## src/hdl/assert_macros.svh

```systemverilog
// ----------------------------------------------------------------------------
// Assertion macros
// Concurrent assertion wrappers shared by the heading block. Define
// NO_ASSERTIONS to compile them out.
// ----------------------------------------------------------------------------
`ifndef ASSERT_MACROS_SVH
`define ASSERT_MACROS_SVH

`ifndef NO_ASSERTIONS

// Check prop at every rising edge of clk, ignored while rst is high.
`define ASSERT_CLK_RST(lbl, clk, rst, prop) \
   lbl: assert property (@(posedge clk) disable iff (rst) prop) \
      else $error("%m: assertion failed");

// Check prop at every rising edge of clk, reset included.
`define ASSERT_CLK(lbl, clk, prop) \
   lbl: assert property (@(posedge clk) prop) \
      else $error("%m: assertion failed");

`else

`define ASSERT_CLK_RST(lbl, clk, rst, prop)
`define ASSERT_CLK(lbl, clk, prop)

`endif

`endif

```

## src/hdl/thdg_pkg.sv

```systemverilog
// ----------------------------------------------------------------------------
// Target heading package
// Shared types, angle constants and the CORDIC arctangent table.
// ----------------------------------------------------------------------------
`default_nettype none

package thdg_pkg;

   // Datapath widths of the vectoring CORDIC
   localparam int CORDIC_W       = 38;
   localparam int ANGLE_Z_W      = 21;
   localparam int ATAN_TABLE_LEN = 24;

   // Angles: Q2.13 for results, Q.16 inside the CORDIC
   localparam int ANG_PI     = 25736;
   localparam int ANG_TWO_PI = 51472;
   localparam int PI_Q16     = 205887;

   // Result kinds
   localparam logic [1:0] RK_YAW     = 2'd0;
   localparam logic [1:0] RK_MID     = 2'd1;
   localparam logic [1:0] RK_HEADING = 2'd2;

   // Register indexes
   localparam logic [1:0] CSR_FOCAL_LENGTH   = 2'd0;
   localparam logic [1:0] CSR_OPTICAL_CENTER = 2'd1;
   localparam logic [1:0] CSR_CALIB_VALID    = 2'd2;
   localparam logic [1:0] CSR_SMOOTH_GAIN    = 2'd3;

   typedef enum logic [2:0] {
      ST_IDLE,
      ST_QMUL,
      ST_QCORD,
      ST_FILT,
      ST_LCORD,
      ST_RCORD,
      ST_SEND
   } thdg_state_type;

   typedef struct packed {
      logic busy;
      logic done;
   } thdg_cordic_status_type;

   // atan(2^-i) in Q.16 radians
   function automatic logic [16:0] atan_q16(input logic [4:0] idx);
      logic [16:0] val;
      unique case (idx)
         5'd0:    val = 17'd51472;
         5'd1:    val = 17'd30386;
         5'd2:    val = 17'd16055;
         5'd3:    val = 17'd8150;
         5'd4:    val = 17'd4091;
         5'd5:    val = 17'd2047;
         5'd6:    val = 17'd1024;
         5'd7:    val = 17'd512;
         5'd8:    val = 17'd256;
         5'd9:    val = 17'd128;
         5'd10:   val = 17'd64;
         5'd11:   val = 17'd32;
         5'd12:   val = 17'd16;
         5'd13:   val = 17'd8;
         5'd14:   val = 17'd4;
         5'd15:   val = 17'd2;
         5'd16:   val = 17'd1;
         default: val = 17'd0;
      endcase
      return val;
   endfunction

endpackage

`default_nettype wire

```

## src/hdl/thdg_cordic.sv

```systemverilog
// ----------------------------------------------------------------------------
// Vectoring CORDIC
// atan2(vec_y, vec_x) in Q2.13, one micro-rotation per clock.
// ----------------------------------------------------------------------------
`default_nettype none

module thdg_cordic #(
   parameter int CORDIC_STEPS = 16
) (
   input  wire logic                                   clock,
   input  wire logic                                   reset,
   input  wire logic                                   start,
   input  wire logic signed [thdg_pkg::CORDIC_W-1:0]   vec_y,
   input  wire logic signed [thdg_pkg::CORDIC_W-1:0]   vec_x,
   output thdg_pkg::thdg_cordic_status_type            status,
   output logic signed [15:0]                          angle
);

   localparam int NumSteps = (CORDIC_STEPS < thdg_pkg::ATAN_TABLE_LEN) ?
                             CORDIC_STEPS : thdg_pkg::ATAN_TABLE_LEN;
   localparam int StepW = $clog2(NumSteps);
   localparam int CW = thdg_pkg::CORDIC_W;
   localparam int ZW = thdg_pkg::ANGLE_Z_W;

   localparam logic signed [ZW-1:0] PiQ16     = ZW'(thdg_pkg::PI_Q16);
   localparam logic signed [ZW-1:0] RoundBias = ZW'(4);
   localparam logic signed [ZW-1:0] PosLimit  = ZW'(thdg_pkg::ANG_PI);
   localparam logic signed [ZW-1:0] NegLimit  = -PosLimit;

   logic signed [CW-1:0] vx_ff, vx_in, vy_ff, vy_in;
   logic signed [CW-1:0] vx_shift, vy_shift;
   logic signed [ZW-1:0] z_ff, z_in;
   logic signed [ZW-1:0] atan_step, z_sum, z_round;
   logic [StepW-1:0]     step_ff, step_in;
   logic                 run_ff, run_in;
   logic                 done_ff, done_in;
   logic                 zero_ff, zero_in;
   logic                 last_step;

   always_comb begin
      vx_shift  = vx_ff >>> step_ff;
      vy_shift  = vy_ff >>> step_ff;
      atan_step = $signed(ZW'(thdg_pkg::atan_q16(5'(step_ff))));
      last_step = (step_ff == StepW'(NumSteps - 1));

      vx_in   = vx_ff;
      vy_in   = vy_ff;
      z_in    = z_ff;
      step_in = step_ff;
      run_in  = run_ff;
      done_in = 1'b0;
      zero_in = zero_ff;

      if (start) begin
         zero_in = (vec_x == '0) && (vec_y == '0);
         step_in = '0;
         run_in  = 1'b1;
         // fold the left half-plane onto the right one
         if (vec_x[CW-1]) begin
            vx_in = -vec_x;
            vy_in = -vec_y;
            z_in  = vec_y[CW-1] ? -PiQ16 : PiQ16;
         end else begin
            vx_in = vec_x;
            vy_in = vec_y;
            z_in  = '0;
         end
      end else if (run_ff) begin
         // rotate toward y = 0
         if (!vy_ff[CW-1] && (vy_ff != '0)) begin
            vx_in = vx_ff + vy_shift;
            vy_in = vy_ff - vx_shift;
            z_in  = z_ff + atan_step;
         end else begin
            vx_in = vx_ff - vy_shift;
            vy_in = vy_ff + vx_shift;
            z_in  = z_ff - atan_step;
         end
         step_in = step_ff + StepW'(1);
         run_in  = !last_step;
         done_in = last_step;
      end
   end

   always_ff @(posedge clock) begin
      if (reset) begin
         run_ff  <= 1'b0;
         done_ff <= 1'b0;
      end else begin
         run_ff  <= run_in;
         done_ff <= done_in;
      end
   end

   always_ff @(posedge clock) begin
      vx_ff   <= vx_in;
      vy_ff   <= vy_in;
      z_ff    <= z_in;
      step_ff <= step_in;
      zero_ff <= zero_in;
   end

   // round Q.16 to Q2.13 and clamp to +-pi; a zero input vector gives 0
   always_comb begin
      z_sum   = z_ff + RoundBias;
      z_round = z_sum >>> 3;
      if (zero_ff) begin
         angle = '0;
      end else if (z_round > PosLimit) begin
         angle = PosLimit[15:0];
      end else if (z_round < NegLimit) begin
         angle = NegLimit[15:0];
      end else begin
         angle = z_round[15:0];
      end
   end

   assign status.busy = run_ff;
   assign status.done = done_ff;

endmodule

`default_nettype wire

```

## src/hdl/target_heading_from_imu_and_camera_top.sv

```systemverilog
// ----------------------------------------------------------------------------
// Target heading from IMU and camera
// Filtered IMU yaw, mid-goal bearing and goal heading on one shared CORDIC.
// ----------------------------------------------------------------------------
// A request is either a quaternion (req_kind 0) or a goalpost pixel pair
// (req_kind 1). One request is processed at a time and req_ready is low from
// acceptance until its last response is taken. The arctangents run on
// one vectoring CORDIC that retires one micro-rotation per clock, and one
// 18x18 multiplier serves the quaternion terms and the yaw filter. A
// quaternion response follows the multiply steps, the CORDIC and the yaw
// filter; the first one loads the estimate directly and skips the filter.
// A post pair runs the CORDIC twice before its bearing response; the
// heading response, when an estimate exists, follows in the cycle after the
// bearing is taken. A post pair with calibration_valid low gives no response
// and leaves the block ready. CORDIC_STEPS above 24 runs 24 steps.
// Registers: 0 focal_length, 1 optical_center, 2 calibration_valid,
// 3 smoothing_gain; write them only while the block is idle.
// ----------------------------------------------------------------------------
`default_nettype none

`include "assert_macros.svh"

module target_heading_from_imu_and_camera_top #(
   parameter int CORDIC_STEPS = 16
) (
   input  wire logic               clock,
   input  wire logic               reset,
   // request channel
   input  wire logic               req_valid,
   output logic                    req_ready,
   input  wire logic               req_kind,
   input  wire logic signed [15:0] req_quat_x,
   input  wire logic signed [15:0] req_quat_y,
   input  wire logic signed [15:0] req_quat_z,
   input  wire logic signed [15:0] req_quat_w,
   input  wire logic [11:0]        req_left_px,
   input  wire logic [11:0]        req_right_col,
   // response channel
   output logic                    rsp_valid,
   input  wire logic               rsp_ready,
   output logic [1:0]              rsp_result_kind,
   output logic signed [15:0]      rsp_angle,
   output logic                    rsp_last_of_run,
   // register write channel
   input  wire logic               csr_valid,
   output logic                    csr_ready,
   input  wire logic [1:0]         csr_index,
   input  wire logic [15:0]        csr_wdata
);

   localparam int CW = thdg_pkg::CORDIC_W;

   localparam logic [2:0] MulLastQuat = 3'd5;
   localparam logic [2:0] MulLastFilt = 3'd3;

   localparam logic signed [CW-1:0] QuatOne   = CW'(268435456);
   localparam logic signed [33:0]   FiltRound = 34'(32768);
   localparam logic signed [17:0]   HeadPos   = 18'(thdg_pkg::ANG_PI);
   localparam logic signed [17:0]   HeadNeg   = -HeadPos;
   localparam logic signed [17:0]   HeadWrap  = 18'(thdg_pkg::ANG_TWO_PI);
   localparam logic [17:0]          GainOne   = 18'(65536);

   thdg_pkg::thdg_state_type state_ff, state_in;

   // control
   logic [2:0]  mstep_ff, mstep_in;
   logic        est_valid_ff, est_valid_in;
   logic        rsp_valid_ff, rsp_valid_in;
   logic [15:0] fx_ff, cx_ff, gain_ff;
   logic        cal_ff;

   // datapath
   logic signed [15:0] qx_ff, qx_in, qy_ff, qy_in, qz_ff, qz_in, qw_ff, qw_in;
   logic [11:0]        rpx_ff, rpx_in;
   logic signed [35:0] prod_ff, prod_in;
   logic signed [33:0] acca_ff, acca_in, accb_ff, accb_in;
   logic signed [15:0] yaw_ff, yaw_in, est_ff, est_in;
   logic signed [15:0] lb_ff, lb_in, mid_ff, mid_in;
   logic [1:0]         rsp_kind_ff, rsp_kind_in;
   logic signed [15:0] rsp_angle_ff, rsp_angle_in;
   logic               rsp_last_ff, rsp_last_in;

   logic               req_acc, rsp_acc;
   logic signed [17:0] mul_a, mul_b;
   logic signed [CW-1:0] s_vec, c_vec, den_vec, bear_vec;
   logic signed [CW-1:0] cord_y, cord_x;
   logic               cord_start;
   logic signed [15:0] cord_angle;
   thdg_pkg::thdg_cordic_status_type cord_status;
   logic [11:0]        bear_px;
   logic signed [17:0] bear_num;
   logic signed [33:0] filt_sum;
   logic signed [16:0] mid_sum;
   logic signed [17:0] head_sum, head_wrap;
   logic               cord_phase, rsp_more, rsp_head;

   assign req_ready = (state_ff == thdg_pkg::ST_IDLE);
   assign csr_ready = 1'b1;
   assign req_acc   = req_valid && req_ready;
   assign rsp_acc   = rsp_valid_ff && rsp_ready;

   assign rsp_valid       = rsp_valid_ff;
   assign rsp_result_kind = rsp_kind_ff;
   assign rsp_angle       = rsp_angle_ff;
   assign rsp_last_of_run = rsp_last_ff;

   // CORDIC operands: quaternion s and c, or a pinhole bearing vector
   assign s_vec    = {{(CW - 35){acca_ff[33]}}, acca_ff, 1'b0};
   assign c_vec    = QuatOne - {{(CW - 35){accb_ff[33]}}, accb_ff, 1'b0};
   assign den_vec  = {{(CW - 32){1'b0}}, fx_ff, 16'h0000};
   assign bear_px  = (state_ff == thdg_pkg::ST_IDLE) ? req_left_px : rpx_ff;
   assign bear_num = {2'b00, bear_px, 4'h0} - {2'b00, cx_ff};
   assign bear_vec = {{(CW - 34){bear_num[17]}}, bear_num, 16'h0000};

   assign filt_sum  = acca_ff + FiltRound;
   assign mid_sum   = {lb_ff[15], lb_ff} + {cord_angle[15], cord_angle};
   assign head_sum  = {{2{est_ff[15]}}, est_ff} + {{2{mid_ff[15]}}, mid_ff};

   always_comb begin
      if (head_sum > HeadPos) begin
         head_wrap = head_sum - HeadWrap;
      end else if (head_sum < HeadNeg) begin
         head_wrap = head_sum + HeadWrap;
      end else begin
         head_wrap = head_sum;
      end
   end

   thdg_cordic #(
      .CORDIC_STEPS (CORDIC_STEPS)
   ) u_cordic (
      .clock  (clock),
      .reset  (reset),
      .start  (cord_start),
      .vec_y  (cord_y),
      .vec_x  (cord_x),
      .status (cord_status),
      .angle  (cord_angle)
   );

   // next state
   always_comb begin
      state_in = state_ff;
      unique case (state_ff)
         thdg_pkg::ST_IDLE: begin
            if (req_acc) begin
               if (!req_kind) begin
                  state_in = thdg_pkg::ST_QMUL;
               end else if (cal_ff) begin
                  state_in = thdg_pkg::ST_LCORD;
               end
            end
         end
         thdg_pkg::ST_QMUL: begin
            if (mstep_ff == MulLastQuat) begin
               state_in = thdg_pkg::ST_QCORD;
            end
         end
         thdg_pkg::ST_QCORD: begin
            if (cord_status.done) begin
               state_in = est_valid_ff ? thdg_pkg::ST_FILT : thdg_pkg::ST_SEND;
            end
         end
         thdg_pkg::ST_FILT: begin
            if (mstep_ff == MulLastFilt) begin
               state_in = thdg_pkg::ST_SEND;
            end
         end
         thdg_pkg::ST_LCORD: begin
            if (cord_status.done) begin
               state_in = thdg_pkg::ST_RCORD;
            end
         end
         thdg_pkg::ST_RCORD: begin
            if (cord_status.done) begin
               state_in = thdg_pkg::ST_SEND;
            end
         end
         thdg_pkg::ST_SEND: begin
            if (rsp_acc && rsp_last_ff) begin
               state_in = thdg_pkg::ST_IDLE;
            end
         end
         default: state_in = thdg_pkg::ST_IDLE;
      endcase
   end

   // sequencer outputs and datapath updates
   always_comb begin
      mstep_in     = '0;
      est_valid_in = est_valid_ff;
      rsp_valid_in = rsp_valid_ff;
      qx_in        = qx_ff;
      qy_in        = qy_ff;
      qz_in        = qz_ff;
      qw_in        = qw_ff;
      rpx_in       = rpx_ff;
      acca_in      = acca_ff;
      accb_in      = accb_ff;
      yaw_in       = yaw_ff;
      est_in       = est_ff;
      lb_in        = lb_ff;
      mid_in       = mid_ff;
      rsp_kind_in  = rsp_kind_ff;
      rsp_angle_in = rsp_angle_ff;
      rsp_last_in  = rsp_last_ff;
      mul_a        = '0;
      mul_b        = '0;
      cord_start   = 1'b0;
      cord_y       = s_vec;
      cord_x       = c_vec;

      unique case (state_ff)
         thdg_pkg::ST_IDLE: begin
            if (req_acc) begin
               qx_in  = req_quat_x;
               qy_in  = req_quat_y;
               qz_in  = req_quat_z;
               qw_in  = req_quat_w;
               rpx_in = req_right_col;
               if (req_kind && cal_ff) begin
                  cord_start = 1'b1;
                  cord_y     = bear_vec;
                  cord_x     = den_vec;
               end
            end
         end
         thdg_pkg::ST_QMUL: begin
            mstep_in = mstep_ff + 3'd1;
            // multiply one step, accumulate the previous product
            unique case (mstep_ff)
               3'd0: begin
                  mul_a = {{2{qw_ff[15]}}, qw_ff};
                  mul_b = {{2{qz_ff[15]}}, qz_ff};
               end
               3'd1: begin
                  mul_a   = {{2{qx_ff[15]}}, qx_ff};
                  mul_b   = {{2{qy_ff[15]}}, qy_ff};
                  acca_in = 34'(prod_ff);
               end
               3'd2: begin
                  mul_a   = {{2{qy_ff[15]}}, qy_ff};
                  mul_b   = {{2{qy_ff[15]}}, qy_ff};
                  acca_in = acca_ff + 34'(prod_ff);
               end
               3'd3: begin
                  mul_a   = {{2{qz_ff[15]}}, qz_ff};
                  mul_b   = {{2{qz_ff[15]}}, qz_ff};
                  accb_in = 34'(prod_ff);
               end
               3'd4: begin
                  accb_in = accb_ff + 34'(prod_ff);
               end
               3'd5: begin
                  cord_start = 1'b1;
               end
               default: ;
            endcase
         end
         thdg_pkg::ST_QCORD: begin
            if (cord_status.done) begin
               yaw_in = cord_angle;
               if (!est_valid_ff) begin
                  // first sample loads the estimate directly
                  est_in       = cord_angle;
                  est_valid_in = 1'b1;
                  rsp_valid_in = 1'b1;
                  rsp_kind_in  = thdg_pkg::RK_YAW;
                  rsp_angle_in = cord_angle;
                  rsp_last_in  = 1'b1;
               end
            end
         end
         thdg_pkg::ST_FILT: begin
            mstep_in = mstep_ff + 3'd1;
            unique case (mstep_ff)
               3'd0: begin
                  mul_a = {2'b00, gain_ff};
                  mul_b = {{2{yaw_ff[15]}}, yaw_ff};
               end
               3'd1: begin
                  mul_a   = GainOne - {2'b00, gain_ff};
                  mul_b   = {{2{est_ff[15]}}, est_ff};
                  acca_in = 34'(prod_ff);
               end
               3'd2: begin
                  acca_in = acca_ff + 34'(prod_ff);
               end
               3'd3: begin
                  est_in       = filt_sum[31:16];
                  rsp_valid_in = 1'b1;
                  rsp_kind_in  = thdg_pkg::RK_YAW;
                  rsp_angle_in = filt_sum[31:16];
                  rsp_last_in  = 1'b1;
               end
               default: ;
            endcase
         end
         thdg_pkg::ST_LCORD: begin
            if (cord_status.done) begin
               lb_in      = cord_angle;
               cord_start = 1'b1;
               cord_y     = bear_vec;
               cord_x     = den_vec;
            end
         end
         thdg_pkg::ST_RCORD: begin
            if (cord_status.done) begin
               mid_in       = mid_sum[16:1];
               rsp_valid_in = 1'b1;
               rsp_kind_in  = thdg_pkg::RK_MID;
               rsp_angle_in = mid_sum[16:1];
               rsp_last_in  = !est_valid_ff;
            end
         end
         thdg_pkg::ST_SEND: begin
            if (rsp_acc) begin
               if (rsp_last_ff) begin
                  rsp_valid_in = 1'b0;
               end else begin
                  // follow the bearing with the goal heading
                  rsp_kind_in  = thdg_pkg::RK_HEADING;
                  rsp_angle_in = head_wrap[15:0];
                  rsp_last_in  = 1'b1;
               end
            end
         end
         default: ;
      endcase
   end

   assign prod_in = mul_a * mul_b;

   always_ff @(posedge clock) begin
      if (reset) begin
         state_ff     <= thdg_pkg::ST_IDLE;
         mstep_ff     <= '0;
         est_valid_ff <= 1'b0;
         est_ff       <= '0;
         rsp_valid_ff <= 1'b0;
         fx_ff        <= 16'd8000;
         cx_ff        <= 16'd0;
         cal_ff       <= 1'b0;
         gain_ff      <= 16'd13107;
      end else begin
         state_ff     <= state_in;
         mstep_ff     <= mstep_in;
         est_valid_ff <= est_valid_in;
         est_ff       <= est_in;
         rsp_valid_ff <= rsp_valid_in;
         if (csr_valid && csr_ready) begin
            unique case (csr_index)
               thdg_pkg::CSR_FOCAL_LENGTH:   fx_ff   <= csr_wdata;
               thdg_pkg::CSR_OPTICAL_CENTER: cx_ff   <= csr_wdata;
               thdg_pkg::CSR_CALIB_VALID:    cal_ff  <= csr_wdata[0];
               thdg_pkg::CSR_SMOOTH_GAIN:    gain_ff <= csr_wdata;
               default: ;
            endcase
         end
      end
   end

   always_ff @(posedge clock) begin
      qx_ff        <= qx_in;
      qy_ff        <= qy_in;
      qz_ff        <= qz_in;
      qw_ff        <= qw_in;
      rpx_ff       <= rpx_in;
      prod_ff      <= prod_in;
      acca_ff      <= acca_in;
      accb_ff      <= accb_in;
      yaw_ff       <= yaw_in;
      lb_ff        <= lb_in;
      mid_ff       <= mid_in;
      rsp_kind_ff  <= rsp_kind_in;
      rsp_angle_ff <= rsp_angle_in;
      rsp_last_ff  <= rsp_last_in;
   end

   assign cord_phase = (state_ff == thdg_pkg::ST_QCORD) || (state_ff == thdg_pkg::ST_LCORD) ||
                       (state_ff == thdg_pkg::ST_RCORD);
   assign rsp_more   = rsp_acc && !rsp_last_ff;
   assign rsp_head   = rsp_valid_ff && (rsp_kind_ff == thdg_pkg::RK_HEADING);

   `ASSERT_CLK(a_reset_clears, clock, reset |=> (!rsp_valid && req_ready))
   `ASSERT_CLK_RST(a_one_request, clock, reset, !(req_ready && rsp_valid))
   `ASSERT_CLK_RST(a_cordic_free, clock, reset, cord_start |-> !cord_status.busy)
   `ASSERT_CLK_RST(a_cordic_done, clock, reset, cord_status.done |-> cord_phase)
   `ASSERT_CLK_RST(a_heading_next, clock, reset, rsp_more |=> rsp_head)

endmodule

`default_nettype wire
```

## config.mk

```make
export PLATFORM = sky130hd
export DESIGN_NAME = target_heading_from_imu_and_camera_top
export DESIGN_NICKNAME = d
export VERILOG_FILES = /design/src/hdl/thdg_pkg.sv /design/src/hdl/thdg_cordic.sv /design/src/hdl/target_heading_from_imu_and_camera_top.sv
export VERILOG_INCLUDE_DIRS = /design/src /design/src/hdl
export SDC_FILE = /design/constraint.sdc
export NUM_CORES = 2
export LEC_CHECK = 0
export BUFFER_PORTS_ARGS = -buffer_cell sky130_fd_sc_hd__buf_4
export CAP_MARGIN = 10
export CORE_MARGIN = 1.5
export CORE_UTILIZATION = 45
export CTS_CLUSTER_SIZE = 8
export DETAILED_ROUTE_END_ITERATION = 10
export GPL_ROUTABILITY_DRIVEN = 0
export PLACE_DENSITY = 0.66
export REMOVE_ABC_BUFFERS = 1
export SLEW_MARGIN = 40
export SYNTH_ARGS = -nofsm -noshare
export SYNTH_HDL_FRONTEND = slang
export SYNTH_HIERARCHICAL = 1
export SYNTH_SLANG_ARGS = --single-unit
```

## constraint.sdc

```tcl
create_clock -name clock -period 19.7 [get_ports clock]
set_clock_uncertainty 0.1 [all_clocks]
set_input_delay 3.94 -clock clock [delete_from_list [all_inputs] [get_ports clock]]
set_output_delay 3.94 -clock clock [all_outputs]
set_load 0.03 [all_outputs]
```

==> metrics.cfg <==
[outcome]
status = completed

[setup_path]
worst_ep_arrival_time_ns = 10.02
r2r_slack_ns = 10.11
crit_required_ns = 20.13
critPathMaxStageDelay_ns = 0.66
crit_slowest_cell = nand2_1
critPathLaunchType = register
cp_max_fo = 62
worstSetupEndpointType = register
worstSetupPathType = reg2reg

[sta]
rsz0062_at_grt = no
slew_viol_final = 0
hold_viol = 0
setup_viol = 0
finalSetupTns_ns = 0
layout_setup_ws_ns = 10.11
worstMarginPinSlew_ns = 0.951
fmax_ghz = 0.104
relSlewSlack = 0.366
period_share = 0.487
period_needed_ns = 9.59

[global_routing]
grt_max_degree = 88
overflow = 0
grt_pass1_vias = 40900
grt.total_usage = 0.266
antenna_found_initial = 3
grt_pass1_wl_um = 233000

[clock_tree]
path_clk_slew_ns = 0.05
cts_buffers = 66
clk_path_buf_depth = 3
cts_hold_buffers = 0
cts.htree.levels = 3
cts_setup_buffers = 0
cts_resized = 0
clkSinkCount = 438
cts_root_buf = clkbuf_16
cts_tree = yes
clk_latency_ns = 0.62

[routing]
viasPerCell = 5.97
postRouteAntennaNets = 0
wl_per_cell_um = 21.2
vias = 42500
drc = 0
dr.pass1.iters = 9
drt-initial-drc-count = 4183
wl_um = 151000

[power_and_ir_drop]
max-vdd-ir-drop_v = 0.0000741
power_density_nw_per_um2 = 108
p_leak_nw = 22.1

[die]
start_util = 0.453
die_x_um = 333
die_h_um = 333
dieArea_um2 = 111000
row_count = 121
core_um2 = 109000
num_io_pins = 134

[synth]
syn_area_um2 = 49100
yosys_warnings = 6
syn_avg_cell_area_um2 = 8.69
synthCells = 5653

[layout]
most-common-layout-cells = nand2_1, inv_1, nor2_1
multi_input_area_um2 = 34500
synthToLayoutAreaGrowth_pct = 8.94
layout.cells.non_filler = 7128
fill_cells = 10200
final_common_cell = nand2_1
final_nets = 6421
seq_area_um2 = 11900
drive_gt1_frac = 0.0896

[placed_design]
dp_hpwl_um = 117000
dp_cells = 7012
pre_cts_ws_ns = 10.11
io_buffers = 132

[run]
drv_cap = 0

[worst_hold_path]
hp-class = reg2reg

## flip-flops by register name (all words and copies together), names as in the netlist, 4 cells and up
name	count
u_cordic/vx_ff	38
u_cordic/vy_ff	38
acca_ff	34
accb_ff	34
prod_ff	34
u_cordic/z_ff	21
cx_ff	16
est_ff	16
fx_ff	16
gain_ff	16
lb_ff	16
mid_ff	16
qw_ff	16
qx_ff	16
qy_ff	16
qz_ff	16
rsp_angle	16
u_cordic/atan_step	16
yaw_ff	16
rpx_ff	12
u_cordic/step_ff	4
## worst paths after layout
| kind | from | to | depth (start not counted) |
|---|---|---|---|
| worst min-delay path | cx_ff[9]$_SDFFE_PP0P_ | cx_ff[9]$_SDFFE_PP0P_ | 2 |
| worst max register to register | mstep_ff[2]$_SDFF_PP0_ | prod_ff[32]$_DFF_P_ | 29 |
| worst max-delay path | mstep_ff[2]$_SDFF_PP0_ | prod_ff[32]$_DFF_P_ | 29 |
| worst min register to register | cx_ff[9]$_SDFFE_PP0P_ | cx_ff[9]$_SDFFE_PP0P_ | 2 |
## area by class of cell
type	instances	share of cell area
clock inverter	9	0.00283
timing repair buffer	188	0.0270
sequential	438	0.222
clock buffer	106	0.0342
multi-input combinational	4446	0.644
inverter	526	0.0369
antenna	1	0.0000467
tap	1414	0.0330
## routing by layer
metal,wire [um],share of wire,GRT usage,vias to the layer above
met5,0,0,0,-
met4,7250,0.048,0.116,0
met3,12800,0.084,0.0402,397
met2,68600,0.45,0.429,2012
met1,62500,0.41,0.355,20300
li1,-,-,-,19900
## report_power, final
part | internal (mW) | switching, mW | total (mW) | leakage [nW]
logic | 1.34 | 2.01 | 3.35 | 17.3
registers | 1.20 | 0.105 | 1.31 | 3.91
clock network | 0.656 | 0.460 | 1.12 | 0.950
total | 3.20 | 2.57 | 5.77 | 22.1
## metrics by stage
step	utilization	cell area, um^2	hold slack [ns]	total power [mW]
after global routing	0.493	53500	0.381	6.14
after global placement	0.473	51400	0.344	4.52
after CTS	0.493	53500	0.355	5.72
after floorplan	-	48100	0.330	3.75
after detailed placement	0.474	51500	0.348	4.58
final	0.493	53500	0.356	5.77
## worst max-delay path: cells and delay by family (launching register included)
kind                     cells  cell delay (ns)
AO/OA/AOI/OAI               10             2.95
XOR/XNOR                     1             0.13
adder cells (fa/ha/maj)      7             3.37
buffers and inverters        7             0.99
flip-flops                   1             0.58
AND/OR/NAND/NOR              4             1.36
Power figures use the tool's default switching activity.
